<file path="config.mk">
export PLATFORM = sky130hd
export DESIGN_NAME = dzsf_ctrl
export DESIGN_NICKNAME = d
export VERILOG_FILES = /design/src/dzsf_pkg.sv /design/src/dzsf_ctrl.sv
export SDC_FILE = /design/constraint.sdc
export NUM_CORES = 1
export LEC_CHECK = 0
export ABC_AREA = 1
export BUFFER_PORTS_ARGS = -buffer_cell sky130_fd_sc_hd__buf_2
export CAP_MARGIN = 20
export CORE_MARGIN = 2
export CORE_UTILIZATION = 51
export CTS_CLUSTER_SIZE = 24
export DETAILED_ROUTE_END_ITERATION = 8
export PLACE_DENSITY = 0.77
export SKIP_LAST_GASP = 1
export SLEW_MARGIN = 20
export SYNTH_ARGS = -nofsm -noshare
export SYNTH_HDL_FRONTEND = slang
export SYNTH_SLANG_ARGS = --single-unit
</file>
<file path="constraint.sdc">
create_clock -name clk -period 1.6 [get_ports clk]
set_clock_uncertainty 0.15 [all_clocks]
set_input_delay 0 -clock clk [delete_from_list [all_inputs] [get_ports clk]]
set_output_delay 0 -clock clk [all_outputs]
set_load 0.05 [all_outputs]
</file>
<file path="src/dzsf_pkg.sv">
package dzsf_pkg;

  // fixed point format
  localparam int FRAC = 16;
  localparam int FW   = 32;   // field width
  localparam int XW   = 64;   // wide working width
  localparam int PW   = 128;  // full product width

  localparam logic [XW-1:0] LIM  = (64'd1 << 62) - 64'd1;
  localparam logic [XW-1:0] ONE  = 64'd1 << FRAC;
  localparam logic [XW-1:0] K48  = (64'd48 * ONE + 64'd50) / 64'd100;
  localparam logic [XW-1:0] K235 = (64'd235 * ONE + 64'd500) / 64'd1000;

  // configuration port
  localparam int CFG_IW = 3;
  localparam int CFG_DW = 64;

  localparam logic [CFG_IW-1:0] REG_OFFSET = 3'd0;
  localparam logic [CFG_IW-1:0] REG_HALF   = 3'd1;
  localparam logic [CFG_IW-1:0] REG_STIME  = 3'd2;
  localparam logic [CFG_IW-1:0] REG_MSPEED = 3'd3;
  localparam logic [CFG_IW-1:0] REG_BEN    = 3'd4;
  localparam logic [CFG_IW-1:0] REG_BMIN   = 3'd5;
  localparam logic [CFG_IW-1:0] REG_BMAX   = 3'd6;

  localparam logic [FW-1:0] STIME_RESET  = 32'd19661;
  localparam logic [FW-1:0] MSPEED_RESET = 32'hFFFF_FFFF;

  // spring step micro-ops, run in this order
  typedef enum logic [4:0] {
    OP_OMEGA, OP_XQ, OP_X2, OP_X3, OP_T48, OP_T235, OP_E,
    OP_SQX, OP_SQY, OP_MAXC, OP_SQRT, OP_RATIO, OP_SCX, OP_SCY,
    OP_OCX, OP_TX, OP_OCY, OP_TY, OP_OTX, OP_VX, OP_OTY, OP_VY,
    OP_PX, OP_PY, OP_DOT1, OP_DOT2
  } op_t;

  typedef struct packed {
    logic load;    // latch input word
    logic goal;    // compute deadzone goal
    logic launch;  // start unit for op
    op_t  op;
    logic fin;     // commit new state
  } cmd_t;

  typedef struct packed {
    logic snap;    // smoothing off or zero step
    logic clamp;   // speed limit engages
    logic done;    // unit finished
  } sts_t;

endpackage

</file>
<file path="src/dzsf_ctrl.sv">
module dzsf_ctrl
  import dzsf_pkg::*;
(
  input  logic clk,
  input  logic rst_n,
  input  logic in_tvalid,
  output logic in_tready,
  output logic out_tvalid,
  input  logic out_tready,
  output cmd_t cmd,
  input  sts_t sts
);

  typedef enum logic [4:0] {
    ST_IDLE  = 5'b00001,
    ST_GOAL  = 5'b00010,
    ST_ISSUE = 5'b00100,
    ST_WAIT  = 5'b01000,
    ST_FIN   = 5'b10000
  } state_t;

  state_t state_r, state_nxt;
  op_t    op_r, op_nxt;
  logic   ov_r, ov_nxt;

  assign in_tready  = (state_r == ST_IDLE);
  assign out_tvalid = ov_r;

  // sequencer
  always_comb begin
    state_nxt = state_r;
    op_nxt    = op_r;
    ov_nxt    = ov_r && !out_tready;
    cmd       = '0;
    cmd.op    = op_r;
    case (state_r)
      ST_IDLE: begin
        if (in_tvalid) begin
          cmd.load  = 1'b1;
          state_nxt = ST_GOAL;
        end
      end
      ST_GOAL: begin
        cmd.goal = 1'b1;
        if (sts.snap) begin
          state_nxt = ST_FIN;
        end else begin
          op_nxt    = OP_OMEGA;
          state_nxt = ST_ISSUE;
        end
      end
      ST_ISSUE: begin
        // no speed limit: skip the rescale ops
        if (op_r == OP_RATIO && !sts.clamp) begin
          op_nxt = OP_OCX;
        end else begin
          cmd.launch = 1'b1;
          state_nxt  = ST_WAIT;
        end
      end
      ST_WAIT: begin
        if (sts.done) begin
          if (op_r == OP_DOT2) begin
            state_nxt = ST_FIN;
          end else begin
            op_nxt    = op_t'(op_r + 5'd1);
            state_nxt = ST_ISSUE;
          end
        end
      end
      ST_FIN: begin
        if (!ov_r || out_tready) begin
          cmd.fin   = 1'b1;
          ov_nxt    = 1'b1;
          state_nxt = ST_IDLE;
        end
      end
      default: state_nxt = ST_IDLE;
    endcase
  end

  always_ff @(posedge clk) begin
    if (!rst_n) begin
      state_r <= ST_IDLE;
      op_r    <= OP_OMEGA;
      ov_r    <= 1'b0;
    end else begin
      state_r <= state_nxt;
      op_r    <= op_nxt;
      ov_r    <= ov_nxt;
    end
  end

  a_done_in_wait: assert property (@(posedge clk) disable iff (!rst_n)
    sts.done |-> state_r == ST_WAIT)
    else $error("unit done outside wait");

  a_no_overwrite: assert property (@(posedge clk) disable iff (!rst_n)
    cmd.fin |-> (!ov_r || out_tready))
    else $error("result word overwritten");

  a_ratio_clamped: assert property (@(posedge clk) disable iff (!rst_n)
    (state_r == ST_WAIT && op_r == OP_RATIO) |-> sts.clamp)
    else $error("rescale without speed limit");

endmodule

</file>
==> flow_metrics.env, run 1 <==
export IMPL_yosys_warnings=0
export IMPL_relSlewSlack=0.8172
export IMPL_ant_nets=0
export IMPL_regToRegSetupSlack_ns=0.07
export IMPL_drive_gt1_frac=0.3741
export IMPL_via_per_inst=5.071
export IMPL_slowest_delay_ns=0.35
export IMPL_hold_path_class="in2reg"
export IMPL_slew_violations=0
export IMPL_hold_viol_final=0
export IMPL_leakage_uw=0.0004640
export IMPL_ff_latch_area_um2=234.0
export IMPL_period_minus_slack_ns=1.556
export IMPL_grt_total_usage=0.2174
export IMPL_yosysTopAreaCellShare=0.2943
export IMPL_clk_latency_ns=0.27
export IMPL_synth_ff_type="dfxtp_1"
export IMPL_numCtsBuffers=3
export IMPL_yosysSeqAreaShare=0.2943
export IMPL_cp_max_fo=5
export IMPL_run_status="complete, no violations"
export IMPL_startpoint_type="register"
export IMPL_ir_drop_mv=0.5975
export IMPL_die_h_um=42.30
export IMPL_antenna_found_initial=0
export IMPL_dieArea_um2=1789
export IMPL_placement_rows=13
export IMPL_grt_overflow=0
export IMPL_die_w_um=42.30
export IMPL_dp_hpwl_um=1345
export IMPL_path_clk_slew_ns=0.08
export IMPL_cts_buffer_depth=2
export IMPL_ioPinCount=18
export IMPL_grt_pass1_vias=701
export IMPL_setup_violations=0
export IMPL_core_area_um2=1334
export IMPL_rsz0062_at_grt="yes"
export IMPL_initial_core_util=0.5610
export IMPL_ys_seq_elements=11
export IMPL_first_iter_violations=23
export IMPL_gp_congestion=0.8668
export IMPL_critPathArrivalTime_ns=1.41
export IMPL_cts_root_buf="clkbuf_4"
export IMPL_cp_slowest_cell="dfxtp_1"
export IMPL_total_power_uw=728.4
export IMPL_avgSynthCellArea_um2=6.802
export IMPL_firstDrtPassIters=4
export IMPL_path_buf_inv=2
export IMPL_port_buffers=17
export IMPL_fillerInstances=115
export IMPL_final_net_count=149
export IMPL_routedWlPerCell_um=11.68
export IMPL_synth_edf_count=0
export IMPL_fin_area_um2=1010
export IMPL_max_slew_worst_pin_slew_ns=0.2719
export IMPL_wl_um=1799
export IMPL_area_delta_synth_final_pct=34.95
export IMPL_maxCapViolCount=0
export IMPL_placedInstanceArea_um2=885.9
export IMPL_fmax_mhz=642.5
export IMPL_multi_input_area_um2=474.2
export IMPL_grt_max_degree=10
export IMPL_cts_tree="built"
export IMPL_vias=781
export IMPL_synth_async_sr_flop_share=0
export IMPL_path_cells="nor2_4 > nand2_1 > nor2_2 > nand2_2 > inv_1 > buf_6"
export IMPL_num_antenna_cells=0
export IMPL_ys_top_cells_by_count="nor2_1 (19), inv_1 (17), nand2_1 (15)"
export IMPL_synth_area_leader_cell="dfxtp_1"
export IMPL_syn_cell_area_um2=748.2
export IMPL_crit_family="simple AND/OR/NAND/NOR gates"
export IMPL_grt_pass1_wl_um=2904
export IMPL_endpoint_kind="output port"
export IMPL_cts_sinks=11
export IMPL_powerDensity_nw_per_um2=721.4
export IMPL_synth_area_leaders="dfxtp_1 (29%), nor2_1 (9.5%), inv_1 (8.5%)"
export IMPL_period_share=0.9728
export IMPL_synth_nets=119
export IMPL_synth_most_common_cell="nor2_1"
export IMPL_cts_max_level=1
export IMPL_synth_cell_type_count=23
export IMPL_critical_path_class="reg2out"
export IMPL_drc=0
export IMPL_crit_required_ns=1.45
export IMPL_synth_cells=110
[worst register-to-register path, delay by kind of cell, from the launching register on]
family | cells | cell delay (ns)
buffers and inverters | 2 | 0.14
DFF | 1 | 0.37
and+or+nand+nor | 7 | 0.77
[worst paths after layout]
path	start	to	cells past startpoint
setup / recovery	state_r[1]	cmd[6]	6
hold / removal	sts[1]	state_r[3]	5
hold reg to reg	out_tvalid	out_tvalid	2
setup reg to reg	state_r[3]	op_r[2]	9
[report_power, final]
part / switching (µW) / internal, µW / leakage, µW
registers: 20.6 / 289 / 0.0000927
logic: 145 / 72.2 / 0.000356
clock network: 105 / 96.7 / 0.0000150
[state kept, by name, summed over array words and instances (netlist names)]
signal and count:
out_tvalid 1, op_r 5, state_r 5
[layout by cell type, fill, tap and decap left out, types with 4 or more instances in the layout]
cell type / count
nand2_1: 15
buf_2: 14
inv_1: 14
dfxtp_1: 4
a21oi_1: 9
nand3_1: 11
dfxtp_2: 5
buf_4: 4
nor2_2: 4
dlygate4sd3_1: 5
nor2_1: 18
[layer usage]
metal / wire [µm] / part of all wire / track usage / up-vias
met2: 877 / 0.49 / 0.3723 / 20
met5: 0 / 0 / 0 / -
li1: - / - / - / 412
met3: 67 / 0.037 / 0.05172 / 4
met1: 826 / 0.46 / 0.2474 / 345
met4: 27 / 0.015 / 0.1125 / 0
[metrics by stage]
step                        util  instances  setup TNS, ns  hold WS [ns]  worst slack, ns
final                     0.7570        154              0       0.02138          0.04351
after global routing      0.7570        154        -0.1155       0.06050         -0.05457
after CTS                 0.7176        152              0      0.008003          0.01706
after detailed placement  0.6642        144              0        0.1132          0.05441
after global placement    0.6642        144              0        0.1137           0.1101
after floorplan                -        110              0      -0.06553         0.003051
[area by class of cell]
cell class                      instances  area share
Timing Repair Buffer                   25      0.1710
Tap cell                               15     0.01859
Multi-Input combinational cell         80      0.4696
Clock buffer                            4     0.02602
Sequential cell                        11      0.2317
Inverter                               19     0.08302
[logic make-up (layout without fill, tap and decap cells)]
family | after synthesis | after routing | synth area share
buffers and inverters | 19 | 48 | 0.1020
AO/OA/AOI/OAI | 14 | 14 | 0.1154
flip-flops | 11 | 11 | 0.2943
adder cells (fa/ha/maj) | 2 | 2 | 0.03344
AND/OR/NAND/NOR | 64 | 64 | 0.4548
[what timing repair did]
action,CTS,global route
hold buffers,4,1
pin swaps,0,4
resized for setup,2,13
buffers inserted,0,1
hold endpoints to repair,11,1
endpoints found under the setup margin,1,4
Note: power is estimated with default switching activity, not from simulation.
==> run 2: changes to the inputs <==
RECOVER_POWER = 50   (was unset)
==> run 2 against run 1 <==
Final cell count stayed put. Clock-buffer cell count did not move. Global-route usage stayed put. Worst setup slack about the same. Sequential share of layout area rose by 0.087 points. Via count grew 0.77%. Design area is 0.37% lower. Critical path depth unchanged. Register-to-register slack barely moved. Power shrank 0.21%. Sequential cell count did not move. Sequential power hardly changed.
==> flow_metrics.env, run 2 (same netlist as run 1, synthesis figures left out) <==
export IMPL_run_status="complete, no violations"
export IMPL_port_buffers=17
export IMPL_cts_sinks=11
export IMPL_final_net_count=149
export IMPL_period_share=0.9727
export IMPL_layout_common_cells="nor2_1 (18), nand2_1 (15), inv_1 (14)"
export IMPL_first_iter_violations=23
export IMPL_grt_pass1_wl_um=2904
export IMPL_path_clk_slew_ns=0.08
export IMPL_maxCapViolCount=0
export IMPL_initial_core_util=0.5610
export IMPL_ir_drop_mv=0.5974
export IMPL_fmax_mhz=642.5
export IMPL_antenna_found_initial=0
export IMPL_via_per_inst=5.110
export IMPL_min_delay_path_depth=5
export IMPL_vias=787
export IMPL_max_slew_worst_pin_slew_ns=0.6049
export IMPL_die_h_um=42.30
export IMPL_slowest_delay_ns=0.35
export IMPL_dp_hpwl_um=1345
export IMPL_min_from="sts[1]"
export IMPL_startpoint_type="register"
export IMPL_leakage_uw=0.0004510
export IMPL_cp_max_fo=5
export IMPL_numCtsBuffers=3
export IMPL_final_common_cell="nor2_1"
export IMPL_path_cells="nor2_4 > nand2_1 > nor2_2 > nand2_2 > inv_1 > buf_6"
export IMPL_dp_slack_ns=0.05441
export IMPL_firstDrtPassIters=4
export IMPL_setup_violations=0
export IMPL_grt_pass1_vias=701
export IMPL_p_comb_frac=0.298
export IMPL_gp_congestion=0.8668
export IMPL_grt_total_usage=0.2174
export IMPL_core_area_um2=1334
export IMPL_hold_viol_final=0
export IMPL_dpl_cell_count=144
export IMPL_fin_util=0.7542
export IMPL_tns_ns=0
export IMPL_wl_um=1795
export IMPL_r2r_start="state_r[3]"
export IMPL_ioPinCount=18
export IMPL_critPathArrivalTime_ns=1.41
export IMPL_cts_root_buf="clkbuf_4"
export IMPL_cts_max_level=1
export IMPL_dieArea_um2=1789
export IMPL_clk_latency_ns=0.27
export IMPL_drc=0
export IMPL_die_w_um=42.30
export IMPL_min_to="state_r[3]"
export IMPL_cell_internal_pwr_uw=456.8
export IMPL_powerDensity_nw_per_um2=722.6
export IMPL_num_antenna_cells=0
export IMPL_slew_violations=0
export IMPL_ant_nets=0
export IMPL_hold_path_class="in2reg"
export IMPL_critical_path_class="reg2out"
export IMPL_placement_rows=13
export IMPL_rr_worst_depth=9
export IMPL_grt_max_degree=10
export IMPL_drive_gt1_frac=0.3525
export IMPL_cts_tree="built"
export IMPL_rsz0062_at_grt="yes"
export IMPL_cp_slowest_cell="dfxtp_1"
export IMPL_crit_reg2reg_capture="op_r[2]"
export IMPL_power_switching_uw=270.1
export IMPL_setup_slack_ns=0.04365
export IMPL_crit_required_ns=1.45
export IMPL_p_clk_frac=0.276
export IMPL_netSwitchingFraction=0.3716
export IMPL_area_delta_synth_final_pct=34.45
export IMPL_routedWlPerCell_um=11.66
export IMPL_grt_overflow=0
export IMPL_endpoint_kind="output port"
export IMPL_cts_buffer_depth=2
export IMPL_regToRegSetupSlack_ns=0.07
export IMPL_instances_no_fill=154
export IMPL_period_minus_slack_ns=1.556
export IMPL_pwr_share_seq=0.426
export IMPL_relSlewSlack=0.5985
==> run 2: changes by cell type in the layout (fill, tap and decap cells not counted), sizes merged <==
| cell | delta |
|---|---|
| buf | -3 |
| clkbuf | +3 |
==> run 2: how the worst max path moves through the flow <==
stage,startpoint,end
after floorplan,op_r[4],op_r[2]
after global placement,state_r[2],op_r[2]
after detailed placement,state_r[3],op_r[2]
after CTS,state_r[0],cmd[6]
after global routing,state_r[1],cmd[6]
final,state_r[1],cmd[6]
==> run 2: final cells by class <==
class | instances | area [µm²]
timing repair buffer | 25 | 168.9
sequential | 11 | 234.0
clock buffer | 4 | 26.28
inverter | 19 | 83.83
multi-input combinational | 80 | 474.2
tap | 15 | 18.77
fill | 118 | 327.8
==> run 2: what timing repair did <==
| item | 4_1_cts | 5_1_grt |
|---|---|---|
| resized for setup | 2 | 13 |
| endpoints found under the setup margin | 1 | 4 |
| pin swaps | 0 | 4 |
| setup buffers | 0 | 1 |
| endpoints found under the hold margin | 11 | 1 |
| hold buffers | 4 | 1 |
==> run 2: worst max-delay path, delay by kind of cell (launching register included) <==
family / cells / cell delay (ns)
buffers and inverters: 2 / 0.24
DFF: 1 / 0.35
and+or+nand+nor: 4 / 0.55
==> run 2: power by group through the flow <==
stage | Clock [µW] | Sequential [µW] | Combinational (µW)
global route | 220 | 313 | 237
global placement | 0 | 313 | 192
detailed placement | 0 | 314 | 196
finish | 201 | 309 | 217
CTS | 200 | 307 | 206
floorplan | 0 | 336 | 122
==> run 2: layer usage <==
| metal | up-vias | routed length, µm | GRT usage |
|---|---|---|---|
| li1 | 412 | - | - |
| met5 | - | 0 | 0 |
| met1 | 351 | 818 | 0.2474 |
| met3 | 4 | 68 | 0.05172 |
| met4 | 0 | 27 | 0.1125 |
| met2 | 20 | 881 | 0.3723 |
==> run 2: metrics by stage <==
| stage | cell area, µm² | total power (µW) | hold slack [ns] |
|---|---|---|---|
| 2_1_floorplan | 767.0 | 458.7 | -0.06553 |
| 3_3_place_gp | 885.9 | 505.0 | 0.1137 |
| 3_5_place_dp | 885.9 | 509.8 | 0.1132 |
| 4_1_cts | 957.2 | 713.3 | 0.008003 |
| 5_1_grt | 1006 | 768.9 | 0.06050 |
| 6_report | 1006 | 726.9 | 0.02130 |
